==> config.mk <==
export PLATFORM = sky130hd
export DESIGN_NAME = imhq_ram
export DESIGN_NICKNAME = d
export VERILOG_FILES = /design/src/sv/imhq_ram.sv
export SDC_FILE = /design/constraint.sdc
export NUM_CORES = 1
export LEC_CHECK = 0
export BUFFER_PORTS_ARGS = -buffer_cell sky130_fd_sc_hd__buf_2
export CAP_MARGIN = 40
export CORE_MARGIN = 1
export CORE_UTILIZATION = 50
export DETAILED_ROUTE_END_ITERATION = 8
export PLACE_DENSITY = 0.66
export SLEW_MARGIN = 20
export SYNTH_ARGS = -nofsm -noshare
export SYNTH_HDL_FRONTEND = slang
export SYNTH_SLANG_ARGS = --single-unit
==> constraint.sdc <==
create_clock -name i_clk -period 1.6 [get_ports i_clk]
set_clock_uncertainty 0.05 [all_clocks]
set_input_delay 0.16 -clock i_clk [delete_from_list [all_inputs] [get_ports i_clk]]
set_output_delay 0.16 -clock i_clk [all_outputs]
set_load 0.1 [all_outputs]
==> src/sv/imhq_ram.sv <==
// ============================================================================
// imhq_ram
// Generic simple dual-port RAM: one write port, one registered read port.
// ============================================================================
module imhq_ram #(
    parameter int WIDTH = 8,
    parameter int DEPTH = 16
) (
    input  logic                     i_clk,
    input  logic                     i_we,
    input  logic [$clog2(DEPTH)-1:0] i_waddr,
    input  logic [WIDTH-1:0]         i_wdata,
    input  logic [$clog2(DEPTH)-1:0] i_raddr,
    output logic [WIDTH-1:0]         o_rdata
);

    logic [WIDTH-1:0] r_mem [DEPTH];

    always_ff @(posedge i_clk) begin
        if (i_we) begin
            r_mem[i_waddr] <= i_wdata;
        end
        o_rdata <= r_mem[i_raddr];
    end

endmodule
* After elaboration in Yosys (flattened, before gate mapping)
Memory sizes are Yosys's and may differ from the RTL's. A register that Yosys moved wholly into a read port is not among the register bits.
Index checks and enable logic that the tools add are counted.
** Storage, ports and cells
- Output and inout bits :: 8
- Bits in writable memories :: 128
- Memories :: 1
- Input bits :: 18
- Register bits :: 0
- Logic and storage cells :: 3
** Operators by class
- Muxes and demuxes :: 2
** Memory list
- r_mem :: depth 16, bits a word 8, read ports 1, clocked after Yosys merged registers in 1, write ports 1, RTL line 17 : logic [WIDTH-1:0] r_mem [DEPTH];
** Operator list (count)
- 1-bit 2-to-1 mux :: 2

* Depth between registers and ports, before layout
Gate-level depths: netlist (run 1).
- Depth in word-level cells :: 2
- Gate-level depth with buffers :: 5
- Mapped depth without buffers :: 3

* Least setup slack after synthesis (run 1)
OpenSTA, ideal clock, no wires.
- Path type :: in2reg
- Start :: in i_waddr[2]
- End :: mem r_mem[0][0] (enable)
- Setup slack :: -0.103 ns
- Buffers on the path :: 0
- Data arrival time :: 1.270 ns
- Stages on the path :: 2
- Library setup time :: 0.383 ns
- Data required time :: 1.167 ns
- Cells stage by stage :: or3b_2 > nor3_1
** RTL lines
- from (decl) :: RTL line 11 : input logic [$clog2(DEPTH)-1:0] i_waddr,
- to (decl) :: RTL line 17
Straight into the memory's write port.

* Worst setup path in the final report (run 1)
- Start :: reg o_rdata[7] (read register of r_mem)
- End :: out o_rdata[7]
** RTL lines
- from (decl) :: RTL line 14 : output logic [WIDTH-1:0] o_rdata
No word-level cell between the ends.

==> results of run 1 <==
## cells by family (layout without fill, tap and decap cells)
kind of cell	count (synthesis)	after routing	synth area share [%]
muxes	32	32	15.0
and+or+nand+nor	35	35	3.18
DFF	136	136	77.8
AOI/OAI and AO/OA	16	16	2.33
buffers and inverters	10	94	1.68
## worst register-to-register path, delay by kind of cell, from the launching register on
kind             cells  cell delay, ns
AO/OA/AOI/OAI        1            0.22
flip-flops           1            0.38
multiplexers         1            0.55
AND/OR/NAND/NOR      1            0.09
## area by class of cell
class,count,share of cell area [%]
clock inverter,14,2.89
tap,133,2.65
sequential,136,63.8
multi-input combinational,83,16.9
timing repair buffer,62,7.13
clock buffer,18,6.65
## sequential cells by signal, indices dropped and copies added, names as in the netlist
name     count
r_mem      128
o_rdata      8
## metrics by stage
step,area (um^2),TNS [ns],utilization (%),std cells,worst slack [ns]
2_1_floorplan,5150,0,-,229,0.124
3_3_place_gp,5600,-0.0711,56.8,406,-0.0473
3_5_place_dp,5600,-0.0862,56.8,406,-0.0304
4_1_cts,6280,0,63.7,446,0.00373
5_1_grt,6280,0,63.7,446,0.0153
6_report,6280,0,63.7,446,0.0463
## layer usage
metal	global-route usage (%)	vias up	part of all wire, %
li1	-	1115	-
met2	32.7	67	50
met3	5.44	8	5.0
met4	7.48	0	1.1
met5	0	-	0
met1	26.4	1264	44
## repair_timing
item,in CTS,in global routing
hold buffers,8,0
endpoints found under the hold margin,128,0
setup buffers,0,0
## synthesized netlist by cell type, drive strengths merged
library cell and instances:
a22oi 16, and2 1, and2b 1, buf 7, clkdlybuf4s25 3, dfxtp 8, edfxtp 128, mux4 32
nand2 9, nand2b 2, nand3 1, nand3b 2, nor2 13, nor2b 1, nor3 4, or3b 1
## worst paths after layout
kind                                    from          end  slack [ns]  cells after the start
worst max-delay path              o_rdata[7]   o_rdata[7]        0.05                      1
worst min-delay path              i_waddr[0]  r_mem[0][1]        0.12                      3
worst min register to register  r_mem[15][3]   o_rdata[3]        0.62                      3
worst max register to register   r_mem[5][2]   o_rdata[2]        0.19                      3
## power breakdown
group          total (mW)  internal (mW)  switching [mW]
Combinational       0.560          0.183           0.377
Sequential           4.00           3.98          0.0210
Clock                3.89           2.51            1.38
==> impl_metrics.toml, run 1 <==
[clocking]
clk_pin_slew_ns = 0.06
cts_buffer_depth = 2
insertion_delay_ns = 0.52
clockRootBuffer = "clkbuf_8"
cts.sinks = 136
numCtsBuffers = 17
htreeDepth = 4
cts_tree = "built"
cts_resized = 0

[timing]
hold_violations = 0
rsz0062_at_grt = "false"
fin_crit_sh_pct = 97.1
maxSlewViolCount = 0
tightest_slew_ns = 0.736
fmax_mhz = 644
setup_viol = 0
relSlewSlack_pct = 50.9
holdWs_ns = 0.115
min_period_ns = 1.55

[synth]
synth_warnings = 0
synth_area_mm2 = 0.00515
ys_ff_latch = 136
syn-mean-instance-area_um2 = 22.5
seq_area_frac_synth_pct = 77.8
synth_top_area_cell = "edfxtp_1"
synth_cell_types = 19
synthTopCellsByArea = "edfxtp_1, mux4_2, mux4_1, dfxtp_1, a22oi_1"
syn-num-nets = 247
syn_inst = 229
yosysTopAreaCellShare_pct = 74.7

[global_route]
grt_pass1_vias = 2548
grt_use_total_pct = 20.1
grt_start_max_net_pins = 24
grt_pass1_wl_mm = 14.4
antenna_found_initial = 0
grt-ovfl-total = 0

[outcome]
status = "complete, no violations"

[placement]
hpwl_mm = 6.12
io_buffers = 25
finalWeightedCongestion = 0.823

[route]
firstDrtPassIters = 4
dr_total_vias = 2454
drc_errors = 0
totalWireLength_mm = 9.30
antenna_left = 0
viasPerCell = 5.50
drt_iter0_drc = 129
wl_per_cell_um = 20.8

[cells_and_area]
n_fill_cell = 677
final_cell_mix = "edfxtp_1, buf_4, buf_2, mux4_2"
layout.nets = 318
syn2layout_area_growth_pct = 22.0
multi_input_area_mm2 = 0.00106
seq_area_mm2 = 0.00400
diodes = 0
drive_above_1_share_pct = 33.2
layout_commonest_cell = "edfxtp_1"

[floorplan]
die_height_um = 103
rows = 36
start_util_pct = 52.2
dieArea_mm2 = 0.0107
core_mm2 = 0.00986
num_io_pins = 26
die_w_um = 103

[worst_setup_path]
worst_setup_path_start_kind = "flip-flop"
critPathTopFamily = "buffers and inverters"
cp_max_fo = 1
critPathSlowestCell = "buf_2"
crit_chain = "buf_2"
critPathKind = "flip-flop to output port"
critPathBufInv = 1
cp.required_ns = 1.39
max_stage_delay_ns = 0.45
critPathArrivalTime_ns = 1.34
end_kind = "output port"

[power]
ir_drop_mv = 0.735
power_leakage_nw = 2.18
power_mw = 8.45
p_per_area_mw_per_mm2 = 1350

[flow_run]
drv_cap = 0

[worst_hold_path]
holdCritPathClass = "input pin to flip-flop"
(Power assumes the default switching activity.)
==> inputs of run 2 (changes only) <==
--- a/config.mk
+++ b/config.mk
@@ -7,10 +7,12 @@
 export LEC_CHECK = 0
 export BUFFER_PORTS_ARGS = -buffer_cell sky130_fd_sc_hd__buf_2
 export CAP_MARGIN = 40
+export CELL_PAD_IN_SITES_DETAIL_PLACEMENT = 1
+export CELL_PAD_IN_SITES_GLOBAL_PLACEMENT = 1
 export CORE_MARGIN = 1
-export CORE_UTILIZATION = 50
+export CORE_UTILIZATION = 48
 export DETAILED_ROUTE_END_ITERATION = 8
-export PLACE_DENSITY = 0.66
+export PLACE_DENSITY = 0.7
 export SLEW_MARGIN = 20
 export SYNTH_ARGS = -nofsm -noshare
 export SYNTH_HDL_FRONTEND = slang
==> run 2 against run 1 <==
- cell count rose by 0.22%
- setup slack improved by 0.043 ns
- largest cell class unchanged
- global-route usage rose by 1.7 points
- hold slack got worse by 0.017 ns
- die area rose by 4.1%
- fmax rose by 2.9%
- clock-buffer cell count rose by 2
- via count rose by 4.7%
- non-clock buffer count fell by 1
- critical path depth did not move
- first-iteration DRC count rose by 53%
- critical path type unchanged
- total power fell by 6.0%
==> impl_metrics.toml, run 2 (synthesis results as in run 1) <==
[outcome]
status = "complete, no violations"

[power]
p_per_area_mw_per_mm2 = 1280
power_leakage_nw = 2.13
ir_drop_mv = 0.638
power_mw = 7.95

[timing]
relSlewSlack_pct = 50.8
fmax_mhz = 662
tns_ns = 0
maxSlewViolCount = 0
holdWs_ns = 0.0984
tightest_slew_ns = 0.735
rsz0062_at_grt = "false"
setup_viol = 0
min_period_ns = 1.51
hold_violations = 0
fin_crit_sh_pct = 94.4

[clocking]
cts.sinks = 136
cts_tree = "built"
clockRootBuffer = "clkbuf_8"
clk_pin_slew_ns = 0.06
post_cts_buffers = 0
ctsHoldBuffers = 8
htreeDepth = 4
cts_resized = 0
numCtsBuffers = 17
insertion_delay_ns = 0.52
cts_buffer_depth = 2

[global_route]
grt_use_total_pct = 21.9
antenna_found_initial = 0
grt_pass1_vias = 2737
grt_start_max_net_pins = 33
grt_pass1_wl_mm = 16.7
grt-ovfl-total = 0

[worst_setup_path]
rrSetupSlack_ns = 0.10
critPathArrivalTime_ns = 1.30
cp.required_ns = 1.39
critPathSlowestCell = "buf_2"
crit_chain = "buf_2"
worst_setup_path_start_kind = "flip-flop"
critPathTopFamily = "buffers and inverters"
critPathKind = "flip-flop to output port"
critPathBufInv = 1
end_kind = "output port"
max_stage_delay_ns = 0.43
cp_max_fo = 1

[route]
totalWireLength_mm = 10.9
drc_errors = 0
drt_iter0_drc = 197
dr_total_vias = 2570
viasPerCell = 5.75
antenna_left = 0
wl_per_cell_um = 24.4
firstDrtPassIters = 4

[flow_run]
drv_cap = 0

[placement]
finalWeightedCongestion = 0.737
io_buffers = 25
hpwl_mm = 6.70

[cells_and_area]
biggestRegsByFlops = "r_mem x128, o_rdata x8"
drive_above_1_share_pct = 31.5
layout.nets = 317
top_register = "r_mem"
largest_reg_flops = 128
layout_commonest_cell = "edfxtp_1"
diodes = 0
final_cell_mix = "edfxtp_1, buf_2, buf_4, mux4_2"
syn2layout_area_growth_pct = 20.4

[floorplan]
core_mm2 = 0.0104
dieArea_mm2 = 0.0111
rows = 37
die_w_um = 106
start_util_pct = 49.6
num_io_pins = 26
die_height_um = 106

[worst_hold_path]
holdCritPathClass = "input pin to flip-flop"
## run 2: path summary, 6_finish.rpt
path | startpoint | endpoint | cells past startpoint
worst max-delay path | o_rdata[4] | o_rdata[4] | 1
worst min-delay path | i_raddr[2] | o_rdata[5] | 4
worst max register to register | r_mem[9][4] | o_rdata[4] | 3
worst min register to register | r_mem[15][5] | o_rdata[5] | 3
## run 2: final cells by class
cell class,count,area (um^2)
Clock inverter,11,83.8
Fill cell,904,4170
Sequential cell,136,4000
Clock buffer,20,425
Multi-Input combinational cell,83,1060
Tap cell,136,170
Timing Repair Buffer,61,453
## run 2: report_power, final
part	internal, mW	switching [mW]	leakage [nW]
sequential	3.98	0.0227	1.22
combinational	0.185	0.389	0.666
clock	2.02	1.35	0.243
total	6.19	1.76	2.13
## run 2: layer usage
layer | routed length, um | part of all wire, % | global-route usage [%] | up-vias
met3 | 756 | 6.9 | 5.63 | 13
li1 | - | - | - | 1113
met2 | 5290 | 48 | 33.8 | 94
met5 | 0 | 0 | 0 | -
met4 | 121 | 1.1 | 7.94 | 0
met1 | 4740 | 43 | 30.4 | 1350
## run 2: tightest hold or removal path, stage by stage
cell     delay [ns]
buf_2          0.10
nor2b_1        0.11
a22oi_1        0.18
nand2_1        0.06
## run 2: through the flow
stage	utilization, %	instances	cell area (um^2)	setup slack, ns
final	59.8	447	6200	0.0895
after global routing	59.8	447	6200	0.0461
after CTS	59.7	446	6190	0.0559
after detailed placement	54.0	407	5600	-0.132
after global placement	54.0	407	5600	-0.0785
after floorplan	-	229	5150	0.124
==> inputs of run 3 (changes only) <==
--- a/config.mk
+++ b/config.mk
@@ -12,6 +12,7 @@
 export CORE_MARGIN = 1
 export CORE_UTILIZATION = 48
 export DETAILED_ROUTE_END_ITERATION = 8
+export MAX_ROUTING_LAYER = met4
 export PLACE_DENSITY = 0.7
 export SLEW_MARGIN = 20
 export SYNTH_ARGS = -nofsm -noshare
==> run 3 against run 2 <==
- global-route usage is 0.57 points higher
- largest power group unchanged
- critical path depth unchanged
- critical endpoint unchanged
- total power decreased by 0.18%
- via count is essentially flat
- utilization unchanged
- hold slack improved by 0.012 ns
- non-clock buffer count did not move
- fmax decreased by 0.14%
- cell area did not move
- sequential share of layout area is the same
- setup slack lost 0.0022 ns
==> impl_metrics.toml, run 3 (synthesis results as in run 1) <==
[clocking]
post_cts_buffers = 0
htreeDepth = 4
numCtsBuffers = 17
cts_buffer_depth = 2
clk_pin_slew_ns = 0.06
cts_tree = "built"
cts_resized = 0
clockRootBuffer = "clkbuf_8"
insertion_delay_ns = 0.51
cts.sinks = 136
ctsHoldBuffers = 8

[floorplan]
num_io_pins = 26
dieArea_mm2 = 0.0111
die_w_um = 106
rows = 37
core_mm2 = 0.0104
die_height_um = 106
start_util_pct = 49.6

[route]
firstDrtPassIters = 4
drt_iter0_drc = 228
drc_errors = 0
viasPerCell = 5.74
wl_per_cell_um = 24.6
totalWireLength_mm = 11.0
antenna_left = 0
dr_total_vias = 2568

[cells_and_area]
final_util_pct = 59.8
drive_above_1_share_pct = 31.5
layout_commonest_cell = "edfxtp_1"
syn2layout_area_growth_pct = 20.4
final_cell_mix = "edfxtp_1, buf_2, buf_4, mux4_2"
top_register = "r_mem"
fin_cells = 447
diodes = 0
largest_reg_flops = 128
layout.nets = 317
biggestRegsByFlops = "r_mem x128, o_rdata x8"

[timing]
relSlewSlack_pct = 51.6
maxSlewViolCount = 0
tightest_slew_ns = 0.723
min_period_ns = 1.51
setup_viol = 0
hold_violations = 0
fmax_mhz = 661
holdWs_ns = 0.110
rsz0062_at_grt = "false"
fin_crit_sh_pct = 94.5
tns_ns = 0

[global_route]
grt-ovfl-total = 0
grt_pass1_vias = 2721
grt_pass1_wl_mm = 16.7
antenna_found_initial = 0
grt_start_max_net_pins = 33
grt_use_total_pct = 22.4

[worst_setup_path]
critPathKind = "flip-flop to output port"
cp.depth = 1
crit_chain = "buf_2"
worst_setup_path_start_kind = "flip-flop"
critPathSlowestCell = "buf_2"
cp.required_ns = 1.39
ff2ff_path_depth = 3
critPathArrivalTime_ns = 1.30
cp_max_fo = 1
critPathTopFamily = "buffers and inverters"
max_stage_delay_ns = 0.44
end_kind = "output port"
critPathBufInv = 1

[worst_hold_path]
hold_path_depth = 4
holdCritPathClass = "input pin to flip-flop"

[power]
p_per_area_mw_per_mm2 = 1280
power_mw = 7.93
ir_drop_mv = 0.638
power_leakage_nw = 2.13

[placement]
place_inst = 407
io_buffers = 25
finalWeightedCongestion = 0.746
hpwl_mm = 6.70

[outcome]
status = "complete, no violations"

[flow_run]
drv_cap = 0
run 3: worst paths after layout:
kind / start / end / slack [ns]
worst min-delay path: i_raddr[2] / o_rdata[5] / 0.11
worst max-delay path: o_rdata[4] / o_rdata[4] / 0.09
worst max register to register: r_mem[9][4] / o_rdata[4] / 0.12
worst min register to register: r_mem[15][5] / o_rdata[5] / 0.62
run 3: stage by stage:
step / setup slack, ns / cell area, um^2
6_report: 0.0873 / 6200
5_1_grt: 0.0464 / 6200
4_1_cts: 0.0559 / 6190
3_5_place_dp: -0.132 / 5600
3_3_place_gp: -0.0785 / 5600
2_1_floorplan: 0.124 / 5150
run 3: power breakdown:
part           switching [mW]  internal, mW
Combinational           0.389         0.185
Sequential             0.0233          3.98
Clock                    1.33          2.02
Total                    1.75          6.19
run 3: routing by layer:
layer | vias up | share of wire (%) | track usage, %
li1 | 1113 | - | -
met1 | 1347 | 42 | 30.3
met2 | 96 | 49 | 33.9
met3 | 12 | 6.7 | 5.63
met4 | 0 | 1.5 | 7.34
met5 | - | 0 | -
run 3: cell type report:
type	count	area, um^2
Clock buffer	20	425
Tap cell	136	170
Multi-Input combinational cell	83	1060
Fill cell	904	4170
Clock inverter	11	83.8
Sequential cell	136	4000
Timing Repair Buffer	61	453
